File: config.mk
export PLATFORM = sky130hd
export DESIGN_NAME = remote_pulse_width_capture_core
export DESIGN_NICKNAME = d
export VERILOG_FILES = /design/src/rpwc_pkg.sv /design/src/remote_pulse_width_capture_core.sv
export SDC_FILE = /design/constraint.sdc
export NUM_CORES = 1
export LEC_CHECK = 0
export ABC_AREA = 1
export BUFFER_PORTS_ARGS = -buffer_cell sky130_fd_sc_hd__buf_4
export CAP_MARGIN = 10
export CORE_MARGIN = 8
export CORE_UTILIZATION = 40
export DETAILED_ROUTE_END_ITERATION = 10
export PLACE_DENSITY = 0.6
export RECOVER_POWER = 100
export SLEW_MARGIN = 20
export SYNTH_ARGS = -nofsm -noshare
export SYNTH_HDL_FRONTEND = slang
export SYNTH_SLANG_ARGS = --single-unit
export TNS_END_PERCENT = 1
File: constraint.sdc
create_clock -name clk -period 4.8 [get_ports clk]
set_input_delay 0.96 -clock clk [delete_from_list [all_inputs] [get_ports clk]]
set_output_delay 0.96 -clock clk [all_outputs]
set_load 0.02 [all_outputs]
File: src/rpwc_pkg.sv
// ----------------------------------------------------------------------------
// rpwc_pkg
// Types and constants for the remote pulse width capture core.
// ----------------------------------------------------------------------------
package rpwc_pkg;

    typedef enum logic [1:0] {
        KIND_PULSE   = 2'd0,
        KIND_SUCCESS = 2'd1,
        KIND_FAIL    = 2'd2
    } kind_t;

    typedef enum logic [1:0] {
        REG_GLITCH_SAMPLES  = 2'd0,
        REG_IDLE_GAP        = 2'd1,
        REG_MIN_PULSE_UNITS = 2'd2,
        REG_MIN_PULSES      = 2'd3
    } reg_index_t;

    localparam int CFG_DATA_W = 12;
    localparam int RUN_W      = 12;
    localparam int MIS_W      = 4;
    localparam int DUR_W      = 8;
    localparam int IDX_W      = 9;

    localparam logic [MIS_W-1:0]  GLITCH_RESET    = 4'd5;
    localparam logic [RUN_W-1:0]  IDLE_GAP_RESET  = 12'd1000;
    localparam logic [DUR_W-1:0]  MIN_UNITS_RESET = 8'd4;
    localparam logic [IDX_W-1:0]  MIN_PULSES_RESET = 9'd20;

    localparam logic [RUN_W-1:0]  RUN_MAX  = 12'd4095;
    localparam logic [MIS_W-1:0]  MIS_MAX  = 4'd15;
    localparam logic [RUN_W:0]    LEN_SAT  = 13'd1020;
    localparam logic [DUR_W-1:0]  DUR_MAX  = 8'd255;

    localparam int FIFO_DEPTH = 4;

    typedef struct packed {
        kind_t              kind;
        logic [DUR_W-1:0]   duration;
        logic [IDX_W-1:0]   index;
        logic               last;
    } result_t;

endpackage

File: src/remote_pulse_width_capture_core.sv
// ----------------------------------------------------------------------------
// remote_pulse_width_capture_core
// Debounced pulse width capture of a sampled receiver line, framed by long
// low gaps, with a small result queue on the output stream.
// ----------------------------------------------------------------------------
// channel   dir  handshake            payload
// s_*       in   s_tvalid/s_tready    tdata: sample, abort
// m_*       out  m_tvalid/m_tready    tdata: duration, index; tuser: kind;
//                                     tlast: last
// cfg_*     in   cfg_wen              cfg_index, cfg_data
//
// One input transaction per cycle while s_tready is high; each produces zero,
// one or two results, which are registered in the queue and offered from its head.
// Results enter a four-entry queue; s_tready is low while fewer than two
// entries are free, so a stalled output stops the input once three results wait.
// Reset restores register defaults, clears the capture state and empties the queue.
// ----------------------------------------------------------------------------
module remote_pulse_width_capture_core
    import rpwc_pkg::*;
#(
    parameter int MAX_PULSES = 256
)
(
    input  logic                    clk,
    input  logic                    rst_n,
    input  logic                    s_tvalid,
    output logic                    s_tready,
    input  logic [7:0]              s_tdata,   // [0] sample, [1] abort
    output logic                    m_tvalid,
    input  logic                    m_tready,
    output logic [23:0]             m_tdata,   // [7:0] duration, [16:8] index
    output logic [1:0]              m_tuser,   // [1:0] kind
    output logic                    m_tlast,
    input  logic                    cfg_wen,
    input  logic [1:0]              cfg_index,
    input  logic [CFG_DATA_W-1:0]   cfg_data
);

    localparam int PW  = $clog2(MAX_PULSES + 1);
    localparam int EW  = (PW > IDX_W) ? PW : IDX_W;
    localparam int PTR_W = $clog2(FIFO_DEPTH);
    localparam int CNT_W = $clog2(FIFO_DEPTH + 1);

    logic [MIS_W-1:0]   glitch_reg;
    logic [RUN_W-1:0]   idle_gap_reg;
    logic [DUR_W-1:0]   min_units_reg;
    logic [IDX_W-1:0]   min_pulses_reg;

    logic               level_reg, level_next;
    logic [RUN_W-1:0]   run_reg, run_next;
    logic [MIS_W-1:0]   mis_reg, mis_next;
    logic               in_frame_reg, in_frame_next;
    logic [PW-1:0]      pidx_reg, pidx_next;

    result_t            fifo_reg [FIFO_DEPTH];
    logic [PTR_W-1:0]   wr_ptr_reg, rd_ptr_reg;
    logic [CNT_W-1:0]   count_reg;

    logic               in_acc, out_acc;
    logic               smp, abort_req;
    logic [1:0]         n_res;
    result_t            res0, res1;
    logic [RUN_W:0]     sum, len;
    logic [MIS_W-1:0]   mis_inc, need;
    logic [DUR_W-1:0]   dur;
    logic               gap, finish, rearm;
    logic [PW-1:0]      pidx_new;
    logic [EW-1:0]      pidx_ext, pidx_new_ext;
    result_t            head;

    assign in_acc    = s_tvalid && s_tready;
    assign out_acc   = m_tvalid && m_tready;
    assign smp       = s_tdata[0];
    assign abort_req = s_tdata[1];
    assign pidx_ext  = EW'(pidx_reg);

    always_ff @(posedge clk or negedge rst_n)
    begin
        if (!rst_n)
        begin
            glitch_reg     <= GLITCH_RESET;
            idle_gap_reg   <= IDLE_GAP_RESET;
            min_units_reg  <= MIN_UNITS_RESET;
            min_pulses_reg <= MIN_PULSES_RESET;
        end
        else if (cfg_wen)
        begin
            unique case (reg_index_t'(cfg_index))
                REG_GLITCH_SAMPLES:  glitch_reg     <= cfg_data[MIS_W-1:0];
                REG_IDLE_GAP:        idle_gap_reg   <= cfg_data[RUN_W-1:0];
                REG_MIN_PULSE_UNITS: min_units_reg  <= cfg_data[DUR_W-1:0];
                REG_MIN_PULSES:      min_pulses_reg <= cfg_data[IDX_W-1:0];
                default:
                begin
                end
            endcase
        end
    end

    always_comb
    begin
        level_next    = level_reg;
        run_next      = run_reg;
        mis_next      = mis_reg;
        in_frame_next = in_frame_reg;
        pidx_next     = pidx_reg;
        n_res         = 2'd0;
        res0          = '0;
        res1          = '0;
        sum           = '0;
        len           = '0;
        mis_inc       = '0;
        need          = '0;
        dur           = '0;
        gap           = 1'b0;
        finish        = 1'b0;
        rearm         = 1'b0;
        pidx_new      = pidx_reg;
        pidx_new_ext  = '0;

        if (in_acc)
        begin
            if (abort_req)
            begin
                res0  = '{KIND_FAIL, '0, pidx_ext[IDX_W-1:0], 1'b1};
                n_res = 2'd1;
                rearm = 1'b1;
            end
            else if (smp == level_reg)
            begin
                sum      = {1'b0, run_reg} + (RUN_W+1)'(mis_reg) + 1'b1;
                run_next = (sum > {1'b0, RUN_MAX}) ? RUN_MAX : sum[RUN_W-1:0];
                mis_next = '0;
            end
            else
            begin
                mis_inc = (mis_reg == MIS_MAX) ? MIS_MAX : mis_reg + 1'b1;
                need    = (glitch_reg == '0) ? MIS_W'(1) : glitch_reg;
                if (mis_inc < need)
                begin
                    mis_next = mis_inc;
                end
                else
                begin
                    len = {1'b0, run_reg} + (RUN_W+1)'(mis_inc);
                    dur = (len > LEN_SAT) ? DUR_MAX : len[DUR_W+1:2];
                    if ((len <= LEN_SAT) && (dur < min_units_reg))
                    begin
                        res0  = '{KIND_FAIL, '0, pidx_ext[IDX_W-1:0], 1'b1};
                        n_res = 2'd1;
                        rearm = 1'b1;
                    end
                    else
                    begin
                        gap = !level_reg && (run_reg > idle_gap_reg);
                        if (in_frame_reg)
                        begin
                            res0     = '{KIND_PULSE, dur, pidx_ext[IDX_W-1:0], 1'b0};
                            n_res    = 2'd1;
                            pidx_new = pidx_reg + 1'b1;
                            finish   = gap || (pidx_new >= PW'(MAX_PULSES));
                        end
                        else if (gap)
                        begin
                            res0     = '{KIND_PULSE, dur, '0, 1'b0};
                            n_res    = 2'd1;
                            pidx_new = PW'(1);
                            finish   = (pidx_new >= PW'(MAX_PULSES));
                        end
                        pidx_new_ext = EW'(pidx_new);
                        if (finish)
                        begin
                            res1.kind     = (pidx_new_ext >= EW'(min_pulses_reg)) ?
                                            KIND_SUCCESS : KIND_FAIL;
                            res1.duration = '0;
                            res1.index    = pidx_new_ext[IDX_W-1:0];
                            res1.last     = 1'b1;
                            n_res         = 2'd2;
                            rearm         = 1'b1;
                        end
                        else
                        begin
                            level_next    = !level_reg;
                            run_next      = '0;
                            mis_next      = '0;
                            in_frame_next = in_frame_reg || gap;
                            pidx_next     = pidx_new;
                        end
                    end
                end
            end

            if (rearm)
            begin
                level_next    = 1'b0;
                run_next      = '0;
                mis_next      = '0;
                in_frame_next = 1'b0;
                pidx_next     = '0;
            end
        end
    end

    always_ff @(posedge clk or negedge rst_n)
    begin
        if (!rst_n)
        begin
            level_reg    <= 1'b0;
            run_reg      <= '0;
            mis_reg      <= '0;
            in_frame_reg <= 1'b0;
            pidx_reg     <= '0;
        end
        else
        begin
            level_reg    <= level_next;
            run_reg      <= run_next;
            mis_reg      <= mis_next;
            in_frame_reg <= in_frame_next;
            pidx_reg     <= pidx_next;
        end
    end

    // result queue
    always_ff @(posedge clk)
    begin
        if (n_res != 2'd0)
        begin
            fifo_reg[wr_ptr_reg] <= res0;
        end
        if (n_res == 2'd2)
        begin
            fifo_reg[wr_ptr_reg + 1'b1] <= res1;
        end
    end

    always_ff @(posedge clk or negedge rst_n)
    begin
        if (!rst_n)
        begin
            wr_ptr_reg <= '0;
            rd_ptr_reg <= '0;
            count_reg  <= '0;
        end
        else
        begin
            wr_ptr_reg <= wr_ptr_reg + PTR_W'(n_res);
            if (out_acc)
            begin
                rd_ptr_reg <= rd_ptr_reg + 1'b1;
            end
            count_reg <= count_reg + CNT_W'(n_res) - CNT_W'(out_acc);
        end
    end

    assign head     = fifo_reg[rd_ptr_reg];
    assign s_tready = (count_reg <= CNT_W'(FIFO_DEPTH - 2));
    assign m_tvalid = (count_reg != '0);
    assign m_tdata  = {7'd0, head.index, head.duration};
    assign m_tuser  = head.kind;
    assign m_tlast  = head.last;

endmodule

# Word-level counts from Yosys, hierarchy flattened
# Memory sizes are Yosys's and may differ from the RTL's.
# Cells that the tools add are included.
# totals
register_bits	67
ram_bits	80
inputBits	27
out_inout_bits	29
mem_count	1
# memory_table
name	depth	word_bits	rd	rd_ports_with_merged_regs	wr	line_no	text
fifo_reg	4	20	1	0	2	remote_pulse_width_capture_core.sv:55	result_t fifo_reg [FIFO_DEPTH];
# op_classes
n_addsub	10
magnitude_cmp	9
n_eq_ne	16
muxes	79
n_reduce_logical	18
# op_table
cell	n
20-bit two-way mux	11
9-bit two-way mux	13
12-bit two-way mux	7
18-bit two-way mux	2
4-bit two-way mux	8
1-bit two-way mux	30
12-bit by 4-bit adder with 13-bit output	2
2-bit two-way mux	7
13-bit by 1-bit adder with 13-bit output (second input constant)	1
13-bit by 10-bit > comparator with 1-bit output (second input constant)	1
13-bit by 12-bit > comparator with 1-bit output (second input constant)	1
13-bit by 10-bit less-or-equal comparator with 1-bit output (second input constant)	1
12-bit > comparator	1
2-bit by 1-bit inequality test with 1-bit output (second input constant)	5
9-bit by 1-bit adder with 9-bit output (second input constant)	1
9-bit >= comparator	1
9-bit >= comparator (second input constant)	1
3-bit by 2-bit inequality test with 1-bit output (second input constant)	3
8-bit < comparator	1
8-bit two-way mux	1
4-bit by 3-bit inequality test with 1-bit output (second input constant)	2
2-bit AND reduction	4
2-bit equality test (second input constant)	3
6-bit AND reduction	1
19 further kinds	24

# Depth between registers and ports, before layout
# logic_depth
ltp_word	21
mapped_depth	36

# Worst setup path after synthesis
# Ideal clock, no wire load.
# synth_timing
path_kind	register -> register
from	register mis_reg[0]
to	register count_reg[2]
arrival_ns	4.599
required_time_ns	4.671
path_slack_ns	0.072
stages_incl_launch_ff	34
n_path_buf	0
period_less_slack_ns	4.728
cell_sequence	dfrtp_1 ha_1 or4_1 and2_1 ha_1 nand2_1 nand2_1 inv_1 nand2_1 nand2_1 nand2_1 nor2_1 nand2_1 nor2_1 nand2_1 nand2_2 nor2_1 inv_1 ha_1 nand2_1 o21ai_2 a211oi_2 nand2_2 nand2_2 nand2_2 nand2_1 inv_1 ha_1 inv_1 ha_1 inv_1 fa_1 xnor2_1 xor2_1
# synth_via
elab_chain_len	14
word_cells_on_any_way	17
# synth_rtl
item	line_no	text
start: declaration	remote_pulse_width_capture_core.sv:51	logic [MIS_W-1:0] mis_reg, mis_next;
start signal: assignment	remote_pulse_width_capture_core.sv:218	mis_reg <= mis_next;
4-bit by 1-bit adder with 4-bit output / 4-bit equality test (equally long branches)	remote_pulse_width_capture_core.sv:137	mis_inc = (mis_reg == MIS_MAX) ? MIS_MAX : mis_reg + 1'b1;
4-bit two-way mux *	remote_pulse_width_capture_core.sv:137	
12-bit by 4-bit adder with 13-bit output	remote_pulse_width_capture_core.sv:145	len = {1'b0, run_reg} + (RUN_W+1)'(mis_inc);
13-bit by 10-bit > comparator with 1-bit output	remote_pulse_width_capture_core.sv:146	dur = (len > LEN_SAT) ? DUR_MAX : len[DUR_W+1:2];
8-bit two-way mux	remote_pulse_width_capture_core.sv:146	
8-bit < comparator	remote_pulse_width_capture_core.sv:147	if ((len <= LEN_SAT) && (dur < min_units_reg))
1-bit logical AND	remote_pulse_width_capture_core.sv:147	
2-bit two-way mux	remote_pulse_width_capture_core.sv:147	
2-bit two-way mux *	remote_pulse_width_capture_core.sv:139	if (mis_inc < need)
2-bit two-way mux *	remote_pulse_width_capture_core.sv:129	else if (smp == level_reg)
2-bit two-way mux *	remote_pulse_width_capture_core.sv:123	if (abort_req)
2-bit two-way mux *	remote_pulse_width_capture_core.sv:121	if (in_acc)
3-bit by 2-bit adder with 3-bit output *	remote_pulse_width_capture_core.sv:252	count_reg <= count_reg + CNT_W'(n_res) - CNT_W'(out_acc);
3-bit by 1-bit subtractor with 3-bit output *	remote_pulse_width_capture_core.sv:252	
end signal: assignment	remote_pulse_width_capture_core.sv:252	
end: declaration	remote_pulse_width_capture_core.sv:57	logic [CNT_W-1:0] count_reg;
# Mark *: on every way between the ends. The rest lies on a longest branch, timed or not.
# A chain may end at the register's enable or synchronous reset.

# Final worst setup path
# layout_timing
from	register mis_reg[1]
to	register count_reg[2]
# The elaborated chain is that of the path after synthesis.

==> results.md <==
* Status: complete, but fails checks
* Failing checks: capacitance limit, slew limit
* Register area share after synthesis at between 40% and 50%
* Worst hold start: fifo_reg[1][16]
* Initial DRC count at 449
* Detailed placement HPWL at ~16,000 um
* Dpl ws at -0.1740 ns
* Setup_tns at 0 ns
* Most used cell, CP: nand2_2
* Overall power at 0.004661 W
* Core ar. at around 0.021 sq mm
* Finished layout cell area at roughly 0.01 sq mm
* Largest register FFs at 80
* CTS Buf Count at 17
* Pin count of the biggest net entering global routing at 68
* Worst Reg2Reg Path Length in Cells at 37
* Clk pwr share at 27.3%
* Critical-path top delay cell: fa_2
* Crit Path Class: register to register
* Initial antenna violation count at 0
* Initial Util at 40.56%
* GR Overflow Total at 0
* Global-route wire length before repair at 36,320 um
* Slew HR at -146.0%
* Routability Congestion at 0.8412
* Drc violations at 0
* H-tree depth at 4
* Pleak at 4.538 nW
* Worst Hold Depth at 2
* Num rows at 53
* Int Pwr at 0.002823 W
* Final hold vios at 0
* Clock latency on the worst-skew pair at 0.43 ns
* EDFF count, synth at 48
* Detailed-route via count at roughly 7,400
* Pwr dens at approximately 460 mW/mm^2
* Worst Tran Pin Value at 3.690 ns
* FF-to-FF Start: mis_reg[1]
* Yosys top cell area share at between 10% and 20%
* Port Buffers at 42
* # IOs at 56
* CP required at 5.10 ns
* Die Width at roughly 160 um
* Worst Hold Endpoint: fifo_reg[1][16]
* Maxcap violations at 1
* Final Cycle Share at 95.51%
* Inserted Diodes at 0
* Syn-to-layout area delta at 20.61%
* Top post-synthesis cells by area: edfxtp_1 (17%), dfrtp_1 (17%), nand2_1 (9.5%), o21ai_0 (8.0%), dfxtp_1 (7.6%)
* Clock root buffer: clkbuf_16
* Post-Syn Area at 0.008473 sq mm
* Critical-path maximum fanout at 5
* FMAX at 0.2181 GHz
* Asr flop ratio synth at 45.58%
* Reg clk slew, reported paths at about 0.060 ns
* Ys flop type: dfrtp_1
* DRT Wirelength at 22,050 um
* Syn avg cell area at 7.971 sq um
* Share of power burned in registers at 33.3%
* VDD IR max at about 0.27 mV
* Syn Inst Count at 1,063
* Comb power frac at between 30% and 40%
* Synthesized flop and latch total at 147
* Die footprint at 0.02610 sq mm
* Switching Share at 39.43%
* Vias in the first global route at a little over 7,000
* Critical Path Max Stage Delay at 0.43 ns
* Post-DP Area at 0.009384 sq mm
* Clock sinks at 147
* CTS Buffer Depth at 2
* Worst Hold Class: register to register
* Critical Path Start Type: register
* Synth area leader: edfxtp_1
* Netlist cell types at between 40 and 50
* CTS tree: done
* Share of cells above drive strength 1 at 18.04%
* Routed len/inst at approximately 15 um
* Filler Cells Inserted at 2,040
* Net Sw Power at 0.001838 W
* Setup violations, final at 0
* DR pass1 iterations at 6
* Setup Skew at 0.02145 ns
* Min cycle time layout at 4.584 ns
* GRT Resource Usage Total at 17.17%
* FF-to-FF End: count_reg[2]
* Slack of the worst reg-to-reg path at approximately 0.22 ns
* CP Data Arrival Time at between 4 and 5 ns
* Post-DRT Antenna Nets at 0
* Ys Warns at 0
* CP Capture Type: register
* Final WS setup at 0.2157 ns
* Fin nets at 1,227
* Pins Over Slew Limit at 68
* Chip height at 161.5 um
* Vias per cell at just over 5
==> cells in the final DEF, fill, tap and decap left out, drive strengths merged, types with 2 or more instances in the layout <==
| master | count |
|---|---|
| nand3b | 2 |
| a21boi | 2 |
| a21oi | 27 |
| nand2 | 224 |
| clkinv | 12 |
| dfrtp | 56 |
| inv | 130 |
| conb | 7 |
| and2 | 2 |
| fa | 3 |
| xor2 | 8 |
| nor4 | 2 |
| dfstp | 11 |
| buf | 79 |
| o21ai | 143 |
| nand4 | 6 |
| edfxtp | 48 |
| dfxtp | 32 |
| ha | 46 |
| nor3 | 8 |
| o211ai | 5 |
| xnor2 | 6 |
| nand3 | 128 |
| nor2 | 89 |
| clkinvlp | 2 |
| bufinv | 2 |
| o31ai | 2 |
| o22ai | 27 |
| clkbuf | 48 |
| a211oi | 3 |
==> per-layer routing <==
layer	vias up	track usage, %	share of wire, %
li1	3721	-	-
met1	3497	22.41	47
met2	143	28.00	48
met3	20	3.487	3.8
met4	0	5.598	1.5
met5	-	0	0
==> synthesized netlist by cell type (2+ instances only) <==
cell type  number
edfxtp_1       48
nand3b_1        2
inv_2           4
o21ai_1         5
buf_2           3
clkbuf_1       27
nand3_2         8
nand2_2         9
inv_1         125
fa_1            3
o211ai_1        5
nand3_4         2
a21oi_1        27
dfrtp_1        56
o21ai_0       136
dfxtp_1        32
o22ai_1        27
xnor2_1         6
nand2_1       214
nand4_1         6
o21ai_2         2
a211oi_1        2
nor3_1          7
nor2_1         87
nor4_1          2
and2_1          2
ha_1           46
nand3_1       118
a21boi_0        2
o31ai_1         2
buf_4          11
clkinv_1        4
xor2_1          8
dfstp_2        11
==> cell type report <==
type	instances	area, sq um	area share [%]
Sequential cell	147	3772	36.91
Clock buffer	20	436.7	4.273
Inverter	134	508.0	4.971
Timing Repair Buffer	107	750.7	7.346
Multi-Input combinational cell	744	4290	41.98
Tap cell	275	344.1	3.367
Clock inverter	12	117.6	1.151
==> cells by family after synthesis <==
family / Yosys count / share of synthesized area (%)
AO/OA/AOI/OAI: 212 / 13.51
buffers and inverters: 178 / 8.668
other: 1 / 0.04426
AND/OR/NAND/NOR: 462 / 24.31
flip-flops: 147 / 44.52
adder cells (fa/ha/maj): 49 / 7.501
XOR/XNOR: 14 / 1.447
==> stage by stage <==
step                utilization [%]  hold WS (ns)  std cells
floorplan                         -        0.4378       1069
global placement              44.92        0.4487       1398
detailed placement            44.92        0.4528       1398
CTS                           47.68        0.4616       1430
global route                  48.92        0.4825       1439
finish                        48.92        0.4594       1439
==> worst max path at each step <==
| stage | startpoint | end | slack [ns] |
|---|---|---|---|
| 2_1_floorplan | mis_reg[0] | count_reg[2] | 0.07 |
| 3_3_place_gp | mis_reg[0] | count_reg[2] | -0.05 |
| 3_5_place_dp | mis_reg[0] | count_reg[2] | -0.17 |
| 4_1_cts | mis_reg[0] | count_reg[2] | 0.01 |
| 5_1_grt | mis_reg[1] | count_reg[2] | -0.05 |
| 6_report | mis_reg[1] | count_reg[2] | 0.22 |
==> worst max-delay path: cells and delay by family, from the launching register on <==
family / cells / cell delay [ns]
buffers and inverters: 8 / 0.56
adder cells (fa/ha/maj): 7 / 1.73
XOR/XNOR: 2 / 0.30
flip-flops: 1 / 0.39
AND/OR/NAND/NOR: 20 / 1.50
==> power groups by stage <==
stage | clock network [W] | logic, W | registers [W]
after floorplan | 0 | 0.00119 | 0.00154
after global placement | 0 | 0.00181 | 0.00157
after detailed placement | 0 | 0.00183 | 0.00157
after CTS | 0.00129 | 0.00184 | 0.00155
after global routing | 0.00134 | 0.00206 | 0.00158
final | 0.00127 | 0.00184 | 0.00155
==> timing repair <==
item / in CTS / in global routing
gates resized for setup: 5 / 72
pin swaps: 0 / 32
hold endpoints to repair: 0 / 0
hold buffers: 0 / 0
buffers inserted: 0 / 9
setup endpoints to repair: 1 / 118
Note: power is estimated with default switching activity, not from simulation.
